**src/rtl/core/sacia_pkg.sv**
```systemverilog
// ---------------------------------------------------------------------------
// Serial ACIA register unit package
// Command codes, status constants and request/response types.
// ---------------------------------------------------------------------------
`default_nettype none

package sacia_pkg;

   localparam logic [2:0] CMD_TICK        = 3'd0;
   localparam logic [2:0] CMD_READ_STATUS = 3'd1;
   localparam logic [2:0] CMD_WRITE_CTRL  = 3'd2;
   localparam logic [2:0] CMD_READ_DATA   = 3'd3;
   localparam logic [2:0] CMD_WRITE_DATA  = 3'd4;

   localparam logic       CSR_RX_PRESENT  = 1'b0;
   localparam logic       CSR_TX_PRESENT  = 1'b1;

   localparam logic [7:0] RUBOUT          = 8'h7f;
   localparam logic [7:0] BACKSPACE       = 8'h08;

   localparam int         CTRL_INTR_EN    = 7;

   typedef struct packed {
      logic [2:0] cmd;
      logic [7:0] bus_data;
      logic       rx_available;
      logic [7:0] rx_byte;
      logic       tx_ready;
   } req_type;

   typedef struct packed {
      logic [7:0] read_data;
      logic       irq;
      logic       tx_valid;
      logic [7:0] tx_byte;
   } rsp_type;

endpackage

`default_nettype wire

```
**src/rtl/core/sacia_in_stage.sv**
```systemverilog
// ---------------------------------------------------------------------------
// Serial ACIA request register
// Captures one request a cycle and holds it until the core takes it.
// ---------------------------------------------------------------------------
`default_nettype none

module sacia_in_stage
   import sacia_pkg::*;
(
   input  wire logic        clock,
   input  wire logic        reset,
   input  wire logic        req_tvalid,
   output      logic        req_tready,
   input  wire logic [2:0]  req_tuser,
   input  wire logic [23:0] req_tdata,
   input  wire logic        advance,
   output      logic        item_valid,
   output      req_type     item
);

   logic    valid_ff;
   logic    valid_in;
   req_type item_ff;
   logic    take;

   assign req_tready = !valid_ff || advance;
   assign take       = req_tvalid && req_tready;
   assign valid_in   = take || (valid_ff && !advance);

   always_ff @(posedge clock) begin
      if (reset) begin
         valid_ff <= 1'b0;
      end else begin
         valid_ff <= valid_in;
      end
   end

   always_ff @(posedge clock) begin
      if (take) begin
         item_ff.cmd          <= req_tuser;
         item_ff.bus_data     <= req_tdata[7:0];
         item_ff.rx_available <= req_tdata[8];
         item_ff.rx_byte      <= req_tdata[16:9];
         item_ff.tx_ready     <= req_tdata[17];
      end
   end

   assign item_valid = valid_ff;
   assign item       = item_ff;

endmodule

`default_nettype wire

```
**src/rtl/core/sacia_regs.sv**
```systemverilog
// ---------------------------------------------------------------------------
// Serial ACIA register core
// Holds status, control and data registers and works out each response.
// ---------------------------------------------------------------------------
`default_nettype none

module sacia_regs
   import sacia_pkg::*;
(
   input  wire logic    clock,
   input  wire logic    reset,
   input  wire logic    csr_we,
   input  wire logic    csr_index,
   input  wire logic    csr_data,
   input  wire logic    advance,
   input  wire req_type item,
   output      rsp_type result
);

   logic       rx_present_ff, tx_present_ff;
   logic       rx_full_ff, tx_empty_ff, intr_ff, intr_en_ff, enabled_ff;
   logic [7:0] rx_hold_ff, tx_hold_ff;

   logic       rx_full_in, tx_empty_in, intr_in, intr_en_in, enabled_in;
   logic [7:0] rx_hold_in, tx_hold_in;
   logic       take_rx, take_tx;

   always_comb begin
      rx_full_in  = rx_full_ff;
      tx_empty_in = tx_empty_ff;
      intr_in     = intr_ff;
      intr_en_in  = intr_en_ff;
      enabled_in  = enabled_ff;
      rx_hold_in  = rx_hold_ff;
      tx_hold_in  = tx_hold_ff;
      result      = '0;
      take_rx     = rx_present_ff && !rx_full_ff && item.rx_available;
      take_tx     = tx_present_ff && !tx_empty_ff && item.tx_ready;
      case (item.cmd)
         CMD_TICK: begin
            if (enabled_ff) begin
               if (take_rx) begin
                  rx_full_in = 1'b1;
                  intr_in    = 1'b1;
                  rx_hold_in = item.rx_byte;
               end
               if (take_tx) begin
                  tx_empty_in     = 1'b1;
                  result.tx_valid = 1'b1;
                  result.tx_byte  = tx_hold_ff;
               end
               result.irq = (intr_ff || take_rx) && intr_en_ff;
            end
         end
         CMD_READ_STATUS, CMD_WRITE_CTRL: begin
            if (!enabled_ff) begin
               rx_full_in  = 1'b0;
               tx_empty_in = 1'b1;
               intr_in     = 1'b0;
               enabled_in  = rx_present_ff || tx_present_ff;
            end
            if (item.cmd == CMD_WRITE_CTRL) begin
               intr_en_in       = item.bus_data[CTRL_INTR_EN];
               result.read_data = item.bus_data;
            end else begin
               result.read_data = {intr_in, 5'b0, tx_empty_in, rx_full_in};
            end
         end
         CMD_READ_DATA: begin
            result.read_data = item.bus_data;
            if (rx_full_ff) begin
               rx_full_in       = 1'b0;
               intr_in          = 1'b0;
               result.read_data = (rx_hold_ff == RUBOUT) ? BACKSPACE : rx_hold_ff;
            end
         end
         CMD_WRITE_DATA: begin
            result.read_data = item.bus_data;
            if (tx_empty_ff) begin
               tx_empty_in = 1'b0;
               tx_hold_in  = item.bus_data;
            end
         end
         default: begin
         end
      endcase
   end

   always_ff @(posedge clock) begin
      if (reset) begin
         rx_present_ff <= 1'b1;
         tx_present_ff <= 1'b1;
      end else if (csr_we) begin
         case (csr_index)
            CSR_RX_PRESENT: rx_present_ff <= csr_data;
            CSR_TX_PRESENT: tx_present_ff <= csr_data;
            default: begin
            end
         endcase
      end
   end

   always_ff @(posedge clock) begin
      if (reset) begin
         rx_full_ff  <= 1'b0;
         tx_empty_ff <= 1'b0;
         intr_ff     <= 1'b0;
         intr_en_ff  <= 1'b0;
         enabled_ff  <= 1'b0;
         rx_hold_ff  <= '0;
         tx_hold_ff  <= '0;
      end else if (advance) begin
         rx_full_ff  <= rx_full_in;
         tx_empty_ff <= tx_empty_in;
         intr_ff     <= intr_in;
         intr_en_ff  <= intr_en_in;
         enabled_ff  <= enabled_in;
         rx_hold_ff  <= rx_hold_in;
         tx_hold_ff  <= tx_hold_in;
      end
   end

endmodule

`default_nettype wire

```
**src/rtl/core/sacia_out_stage.sv**
```systemverilog
// ---------------------------------------------------------------------------
// Serial ACIA response register
// Holds one response until the consumer takes it.
// ---------------------------------------------------------------------------
`default_nettype none

module sacia_out_stage
   import sacia_pkg::*;
(
   input  wire logic        clock,
   input  wire logic        reset,
   input  wire logic        load,
   input  wire rsp_type     result,
   output      logic        rsp_tvalid,
   input  wire logic        rsp_tready,
   output      logic [23:0] rsp_tdata
);

   logic    valid_ff;
   logic    valid_in;
   rsp_type rsp_ff;

   assign valid_in = load || (valid_ff && !rsp_tready);

   always_ff @(posedge clock) begin
      if (reset) begin
         valid_ff <= 1'b0;
      end else begin
         valid_ff <= valid_in;
      end
   end

   always_ff @(posedge clock) begin
      if (load) begin
         rsp_ff <= result;
      end
   end

   assign rsp_tvalid = valid_ff;
   assign rsp_tdata  = {6'b0, rsp_ff.tx_byte, rsp_ff.tx_valid, rsp_ff.irq, rsp_ff.read_data};

endmodule

`default_nettype wire

```
**src/rtl/core/serial_acia_registers_unit.sv**
```systemverilog
// Flow: a request waits in the request register, then its response in the response register.
// Throughput: one request per cycle unless rsp_tready holds a response; the request register,
// the register core logic and the response register form a single pass with no iteration.
// Reset: synchronous, active high; clears both stages, status, control and data registers,
// and sets both channel-present registers.
// ---------------------------------------------------------------------------
// Serial ACIA register unit
// Register block of a simplified ACIA answering bus accesses and line ticks.
// ---------------------------------------------------------------------------
`default_nettype none

module serial_acia_registers_unit
   import sacia_pkg::*;
(
   input  wire logic        clock,
   input  wire logic        reset,
   input  wire logic        req_tvalid,
   output      logic        req_tready,
   input  wire logic [2:0]  req_tuser,   // cmd
   input  wire logic [23:0] req_tdata,   // bus_data, rx_available, rx_byte, tx_ready
   output      logic        rsp_tvalid,
   input  wire logic        rsp_tready,
   output      logic [23:0] rsp_tdata,   // read_data, irq, tx_valid, tx_byte
   input  wire logic        csr_we,
   input  wire logic        csr_index,
   input  wire logic        csr_data
);

   logic    item_valid;
   logic    advance;
   req_type item;
   rsp_type result;

   assign advance = item_valid && (!rsp_tvalid || rsp_tready);

   sacia_in_stage u_in_stage (
      .clock      (clock),
      .reset      (reset),
      .req_tvalid (req_tvalid),
      .req_tready (req_tready),
      .req_tuser  (req_tuser),
      .req_tdata  (req_tdata),
      .advance    (advance),
      .item_valid (item_valid),
      .item       (item)
   );

   sacia_regs u_regs (
      .clock     (clock),
      .reset     (reset),
      .csr_we    (csr_we),
      .csr_index (csr_index),
      .csr_data  (csr_data),
      .advance   (advance),
      .item      (item),
      .result    (result)
   );

   sacia_out_stage u_out_stage (
      .clock      (clock),
      .reset      (reset),
      .load       (advance),
      .result     (result),
      .rsp_tvalid (rsp_tvalid),
      .rsp_tready (rsp_tready),
      .rsp_tdata  (rsp_tdata)
   );

endmodule

`default_nettype wire

```
**config.mk**
```make
export PLATFORM = sky130hd
export DESIGN_NAME = serial_acia_registers_unit
export DESIGN_NICKNAME = d
export VERILOG_FILES = /design/src/rtl/core/sacia_pkg.sv /design/src/rtl/core/sacia_in_stage.sv /design/src/rtl/core/sacia_regs.sv /design/src/rtl/core/sacia_out_stage.sv /design/src/rtl/core/serial_acia_registers_unit.sv
export SDC_FILE = /design/constraint.sdc
export NUM_CORES = 1
export LEC_CHECK = 0
export BUFFER_PORTS_ARGS = -buffer_cell sky130_fd_sc_hd__buf_2
export CORE_ASPECT_RATIO = 1.1
export CORE_UTILIZATION = 40
export CTS_CLUSTER_DIAMETER = 100
export DETAILED_ROUTE_END_ITERATION = 10
export HOLD_SLACK_MARGIN = 0.1
export PLACE_DENSITY = 0.6
export SYNTH_ARGS = -nofsm -noshare
export SYNTH_HDL_FRONTEND = slang
export SYNTH_HIERARCHICAL = 1
export SYNTH_SLANG_ARGS = --single-unit
```
**constraint.sdc**
```tcl
create_clock -name clock -period 2.7 [get_ports clock]
set_clock_uncertainty 0.1 [all_clocks]
set_input_delay 0.54 -clock clock [delete_from_list [all_inputs] [get_ports clock]]
set_output_delay 0.54 -clock clock [all_outputs]
set_load 0.05 [all_outputs]
```
==> out/metrics.cfg, run 1 <==
[timing]
fmax_ghz=0.496
setup_tns_ps=0
slew_violations=0
hold_viol=0
relSlewSlack_pct=62.2
timing.final.crit_share_pct=74.7
worst_pin_slew_ps=567
report.final.setup_viol=0
min_period_ps=2020
rsz0062_at_grt=false

[global_routing]
track_usage_pct=16.0
antenna_found_initial=0
grt_first_pass_wirelength_um=8120
grt_pass1_vias=1670
overflow=0
grt_max_degree=25

[logic_synthesis]
async_flop_share_pct=0
synth.top_cells.by_area=edfxtp_1, dfxtp_1, a21oi_1, a22o_1, o31ai_1
synth_ff_type=edfxtp_1
netlist.top_cell.by_area=edfxtp_1
ys_seq_elements=64
synth.top_cell.area_share_pct=44.0
synth.distinct_cells=51
yosysWarningCount=6
syn_inst=213
yosysSeqAreaShare_pct=62.8
netlist_area_um2=2660
avgSynthCellArea_um2=12.5
synth_edf_count=39

[worst_setup_path]
crit-reg2reg-launch=u_in_stage/item[19]
slowest_stage=or4b_1
startpoint_type=flop
crit_arrival_ps=2120
cp_top_family=simple AND/OR/NAND/NOR gates
cp.required_ps=2810
crit_cells=3
worst-r2r-cell-count=3
critPathCapture=u_regs/rx_hold_ff[6]
cp-end-kind=flop
slowest_delay_ps=790
setup.worst_path.class=reg -> reg
crit_path_max_fanout=16
ff2ff_setup_slack_ps=680
startpoint=u_in_stage/item[19]
r2r_end=u_regs/rx_hold_ff[6]
worstPathCellList=or4b_1 -> o31ai_1 -> a21oi_1
path_buf_inv=0

[worst_hold_path]
min_path_type=in -> reg
hp-start=req_tdata[4]
holdPathStages=1

[place]
hpwlAfterDp_um=3310
port_buffers=47
place.gp.congestion=0.803

[drt]
wl_per_cell_um=13.9
ant_nets=0
drtIter0Drc=116
via_per_inst=5.20
drcViolationCount=0
vias=1805
finalWirelength_um=4830
drt-pass1-iter-count=4

[pwr]
vdd_drop_max_mv=0.322
leakagePower_nw=1.16
power_density_nw_per_um2=674

[final_layout]
n_antenna_cell=0
fin_util_pct=49.7
multi_input_area_um2=875
ff_latch_area_um2=1670
finalNetCount=296
nFillCells=575
drive_above_1_share_pct=28.5
syn_to_final_growth_pct=17.7

[floorplan]
rows=30
die_y_um=87.5
core_area_um2=6310
die_w_um=79.8
io_pins=60
start_util_pct=42.2
dieArea_um2=6980

[clock_network]
cts_resized=0
clk_pin_slew_ps=70
cts_hold_buf=0
cts_buffer_depth=2
cts_buffers=9
cts_sinks=64
cts-htree-levels=3
clkLatencyLatePin_ps=340
post-cts-setup-buffers=0
tritoncts=built
root_buffer=clkbuf_8

[outcome]
status=complete, no violations

[job]
drv_cap=0

[worst min path at each step]
stage | to | slack, ps
finish | u_in_stage/item[14] | 270
CTS | u_in_stage/item[15] | 250
detailed placement | u_regs/tx_hold_ff[5] | 360
floorplan | u_regs/tx_hold_ff[0] | 350
global placement | u_regs/tx_hold_ff[0] | 360
global route | u_in_stage/item[14] | 250
[stage by stage]
step                      power [W]  cell area [µm²]  instances  hold WS (ps)  worst slack, ps
after global routing        0.00220             3130        347           250              568
after floorplan             0.00129             2680        218           349              291
after detailed placement    0.00134             2940        331           363              576
final                       0.00211             3130        347           266              682
after global placement      0.00134             2940        331           357              582
after CTS                   0.00213             3130        347           254              656
[Yosys cell counts, drive strengths merged (2+ instances only)]
master,number
a21oi,20
a221oi,2
a22o,7
and2,9
and4bb,3
buf,12
clkbuf,5
dfxtp,25
edfxtp,39
inv,9
mux2i,2
nand2,5
nand2b,4
nand3,11
nand4,9
nor2,2
nor2b,2
nor4b,2
o211ai,2
o21ai,10
o311a,2
o31ai,8
xor2,2
[per-layer routing]
| metal | global-route usage (%) | vias up | routed length, µm |
|---|---|---|---|
| met5 | 0 | - | 0 |
| met4 | 8.12 | 0 | 85 |
| met3 | 5.73 | 9 | 233 |
| met2 | 24.6 | 48 | 2350 |
| met1 | 20.0 | 849 | 2160 |
| li1 | - | 899 | - |
[area by class of cell]
cell class	count	share of cell area, %
clock buffers	12	4.63
clock inverters	4	1.44
inverters	10	1.20
multi-input cells	127	27.9
flip-flops and latches	64	53.4
well taps	80	3.20
repair buffers	50	8.23
[cell families after synthesis]
kind of cell	count (synthesis)	synth area share, %
buffers and inverters	27	5.13
other	1	0.141
flip-flops	64	62.8
XOR/XNOR	3	0.988
multiplexers	2	0.753
AO/OA/AOI/OAI	60	15.4
AND/OR/NAND/NOR	56	14.7
[registers in the layout, summed over array words and instances (netlist names)]
register / cells
u_in_stage/item: 21
u_out_stage/rsp_tdata: 18
u_regs/rx_hold_ff: 8
u_regs/tx_hold_ff: 8
u_in_stage/item_valid: 1
u_out_stage/rsp_tvalid: 1
u_regs/enabled_ff: 1
u_regs/intr_en_ff: 1
u_regs/intr_ff: 1
u_regs/rx_full_ff: 1
u_regs/rx_present_ff: 1
u_regs/tx_empty_ff: 1
u_regs/tx_present_ff: 1
[cell usage in the layout (no fill, tap or decap), types with 2 or more instances in the layout]
cell type / n
clkbuf_1: 2
inv_1: 9
nor2_1: 2
and4bb_2: 3
o21ai_0: 10
mux2i_1: 2
a21oi_2: 2
nand3_1: 11
nor2b_1: 2
o211ai_1: 2
o311a_1: 2
edfxtp_1: 39
clkbuf_8: 10
buf_2: 47
xor2_1: 2
a21oi_1: 18
nand2_1: 5
nand2b_1: 3
conb_1: 6
and2_1: 8
a221oi_1: 2
buf_4: 3
dfxtp_1: 25
clkinv_2: 3
o31ai_1: 8
a22o_1: 7
nand4_1: 9
[power breakdown]
group          leakage (nW)  switching, W  internal (W)
logic                 0.478      0.000148     0.0000583
registers             0.580     0.0000308       0.00108
clock network         0.100      0.000343      0.000447
No activity file was read; power rests on OpenSTA's default activity.
==> inputs of run 2 (changes only) <==
ABC_AREA = 1   (was default)
PLACE_DENSITY = 0.58   (was 0.6)
clock period = 1.9 ns   (was 2.7 ns; I/O delays follow)
==> run 2 against run 1 <==
Synthesized cell count rose by 30%. Via count grew 6.8%. Critical path type is now reg -> out. Clock power is 76% higher. Die area rose by 0.27%. First-iteration DRC count shrank 23%. Hold slack lost 150 ps. Routed wire length fell by 3.6%. Combinational power is 65% higher. Utilization up 2.5 points. Global-route usage decreased by 0.88 points.
==> out/metrics.cfg, run 2 <==
[outcome]
status=complete, no violations  ; unchanged

[global_routing]
grt_first_pass_wirelength_um=7800  ; was 8120 µm
track_usage_pct=15.1  ; was 16.0%
grt_max_degree=22  ; was 25
overflow=0  ; unchanged
antenna_found_initial=0  ; unchanged
grt_pass1_vias=1763  ; was 1670

[final_layout]
n_antenna_cell=0  ; unchanged
finalNetCount=371  ; was 296
multi_input_area_um2=830  ; was 875 µm²
drive_above_1_share_pct=26.3  ; was 28.5%
final_common_cell=nand2_1  ; was buf_2
ff_latch_area_um2=1680  ; was 1670 µm²
final_area_um2=3290  ; was 3130 µm²
syn_to_final_growth_pct=23.3  ; was 17.7%
largest_register_ffs=21  ; unchanged
nFillCells=610  ; was 575
fin_cells=422  ; was 347
final_cell_mix=nand2_1, buf_2, nor2_1  ; was buf_2, edfxtp_1, dfxtp_1

[job]
drv_cap=0  ; unchanged

[worst_setup_path]
crit-reg2reg-launch=u_in_stage/item[19]  ; unchanged
setup.worst_path.class=reg -> out  ; was reg -> reg
startpoint_type=flop  ; unchanged
crit_arrival_ps=1320  ; was 2120 ps
slowest_delay_ps=370  ; was 790 ps
cp.required_ps=1420  ; was 2810 ps
slowest_stage=dfxtp_2  ; was or4b_1
startpoint=u_in_stage/item_valid  ; was u_in_stage/item[19]
cp-end-kind=output port  ; was flop
crit_path_max_fanout=5  ; was 16
worstPathCellList=inv_1 -> a21oi_4 -> inv_2 -> nand2_2 -> buf_4  ; was or4b_1 -> o31ai_1 -> a21oi_1
cp_top_family=flip-flops  ; was simple AND/OR/NAND/NOR gates
path_buf_inv=3  ; was 0

[pwr]
vdd_drop_max_mv=0.541  ; was 0.322 mV
power_density_nw_per_um2=1010  ; was 674 nW/µm²
leakagePower_nw=1.37  ; was 1.16 nW
totalPowerFinal_w=0.00331  ; was 0.00211 W

[drt]
ant_nets=0  ; unchanged
finalWirelength_um=4660  ; was 4830 µm
wl_per_cell_um=11.0  ; was 13.9 µm
drt-pass1-iter-count=4  ; unchanged
drcViolationCount=0  ; unchanged
vias=1928  ; was 1805
via_per_inst=4.57  ; was 5.20
drtIter0Drc=89  ; was 116

[logic_synthesis]
ys_top_cells_by_count=nand2_1, nor2_1, edfxtp_1  ; was edfxtp_1, dfxtp_1, a21oi_1
synth_most_common_cell=nand2_1  ; was edfxtp_1
synth_ff_type=edfxtp_1  ; unchanged
synth.top_cell.area_share_pct=43.9  ; was 44.0%
synth.distinct_cells=28  ; was 51
ys_seq_elements=64  ; unchanged
yosysWarningCount=6  ; unchanged
syn_inst=277  ; was 213
avgSynthCellArea_um2=9.63  ; was 12.5 µm²
yosysSeqAreaShare_pct=62.7  ; was 62.8%
netlist_area_um2=2670  ; was 2660 µm²
netlist.top_cell.by_area=edfxtp_1  ; unchanged
synth_edf_count=39  ; unchanged
synth.top_cells.by_area=edfxtp_1, dfxtp_1, nand2_1, nor2_1, o21ai_0  ; was edfxtp_1, dfxtp_1, a21oi_1, a22o_1, o31ai_1
async_flop_share_pct=0  ; unchanged

[timing]
worst_pin_slew_ps=558  ; was 567 ps
hold_viol=0  ; unchanged
fmax_ghz=0.555
setup_tns_ps=0  ; unchanged
slew_violations=0  ; unchanged
whs_ps=120  ; was 266 ps
timing.final.crit_share_pct=94.8
report.final.setup_viol=0  ; unchanged
min_period_ps=1800
relSlewSlack_pct=62.7  ; was 62.2%
rsz0062_at_grt=false  ; unchanged

[clock_network]
clkLatencyLatePin_ps=330  ; was 340 ps
post-cts-setup-buffers=0  ; unchanged
cts-htree-levels=3  ; unchanged
cts_sinks=64  ; unchanged
clk_pin_slew_ps=70  ; about the same
cts_buffer_depth=2  ; unchanged
tritoncts=built  ; unchanged
cts_buffers=9  ; unchanged
root_buffer=clkbuf_8  ; unchanged

[floorplan]
dieArea_um2=7000  ; was 6980 µm²
rows=30  ; unchanged
die_y_um=87.7  ; was 87.5 µm
core_area_um2=6310  ; unchanged
start_util_pct=42.3  ; was 42.2%
die_w_um=79.9  ; was 79.8 µm
io_pins=60  ; unchanged

[place]
hpwlAfterDp_um=3380  ; was 3310 µm
place_area_um2=3030  ; was 2940 µm²
place.gp.congestion=0.914  ; was 0.803
dp.cells=405  ; was 331
port_buffers=47  ; unchanged

[worst_hold_path]
min_path_type=in -> reg  ; unchanged
hp-start=req_tuser[2]  ; was req_tdata[4]

run 2: cell type report:
type	count	area share, %
Sequential cell	64	51.0
Inverter	33	3.81
Clock buffer	10	4.19
Tap cell	80	3.04
Multi-Input combinational cell	174	25.2
Clock inverter	6	3.23
Timing Repair Buffer	55	9.51
run 2: cell families (layout without fill, tap and decap cells):
logic type	count (synthesis)	count (layout)	share of synthesized area (%)
AND/OR/NAND/NOR	123	123	20.2
flip-flops	64	64	62.7
AO/OA/AOI/OAI	45	45	9.33
buffers and inverters	44	104	7.64
other	1	6	0.141
run 2: power by group:
group | internal (W) | switching (W)
Sequential | 0.00154 | 0.0000337
Combinational | 0.0000967 | 0.000243
Clock | 0.000900 | 0.000495
Total | 0.00254 | 0.000772
run 2: timing repair:
action | in CTS | in global routing
setup endpoints to repair | 0 | 1
hold buffers | 0 | 1
gates resized for setup | 0 | 2
hold endpoints to repair | 0 | 1
run 2: final timing paths:
check | end | slack (ps) | cells past startpoint
setup reg to reg | u_out_stage/rsp_tdata[10] | 250 | 3
setup / recovery | req_tready | 100 | 5
hold / removal | u_in_stage/item[20] | 120 | 1
hold reg to reg | u_regs/tx_hold_ff[7] | 350 | 2
run 2: per-layer routing:
metal / GRT usage (%) / part of all wire (%)
met5: 0 / 0
met4: 9.09 / 2.3
met3: 4.48 / 4.7
met2: 23.1 / 45
met1: 19.1 / 48
run 2: through the flow:
step	utilization [%]	worst slack (ps)
floorplan	-	-72.9
detailed placement	48.1	145
global route	52.1	5.55
CTS	51.9	4.91
global placement	48.1	169
finish	52.1	98.7
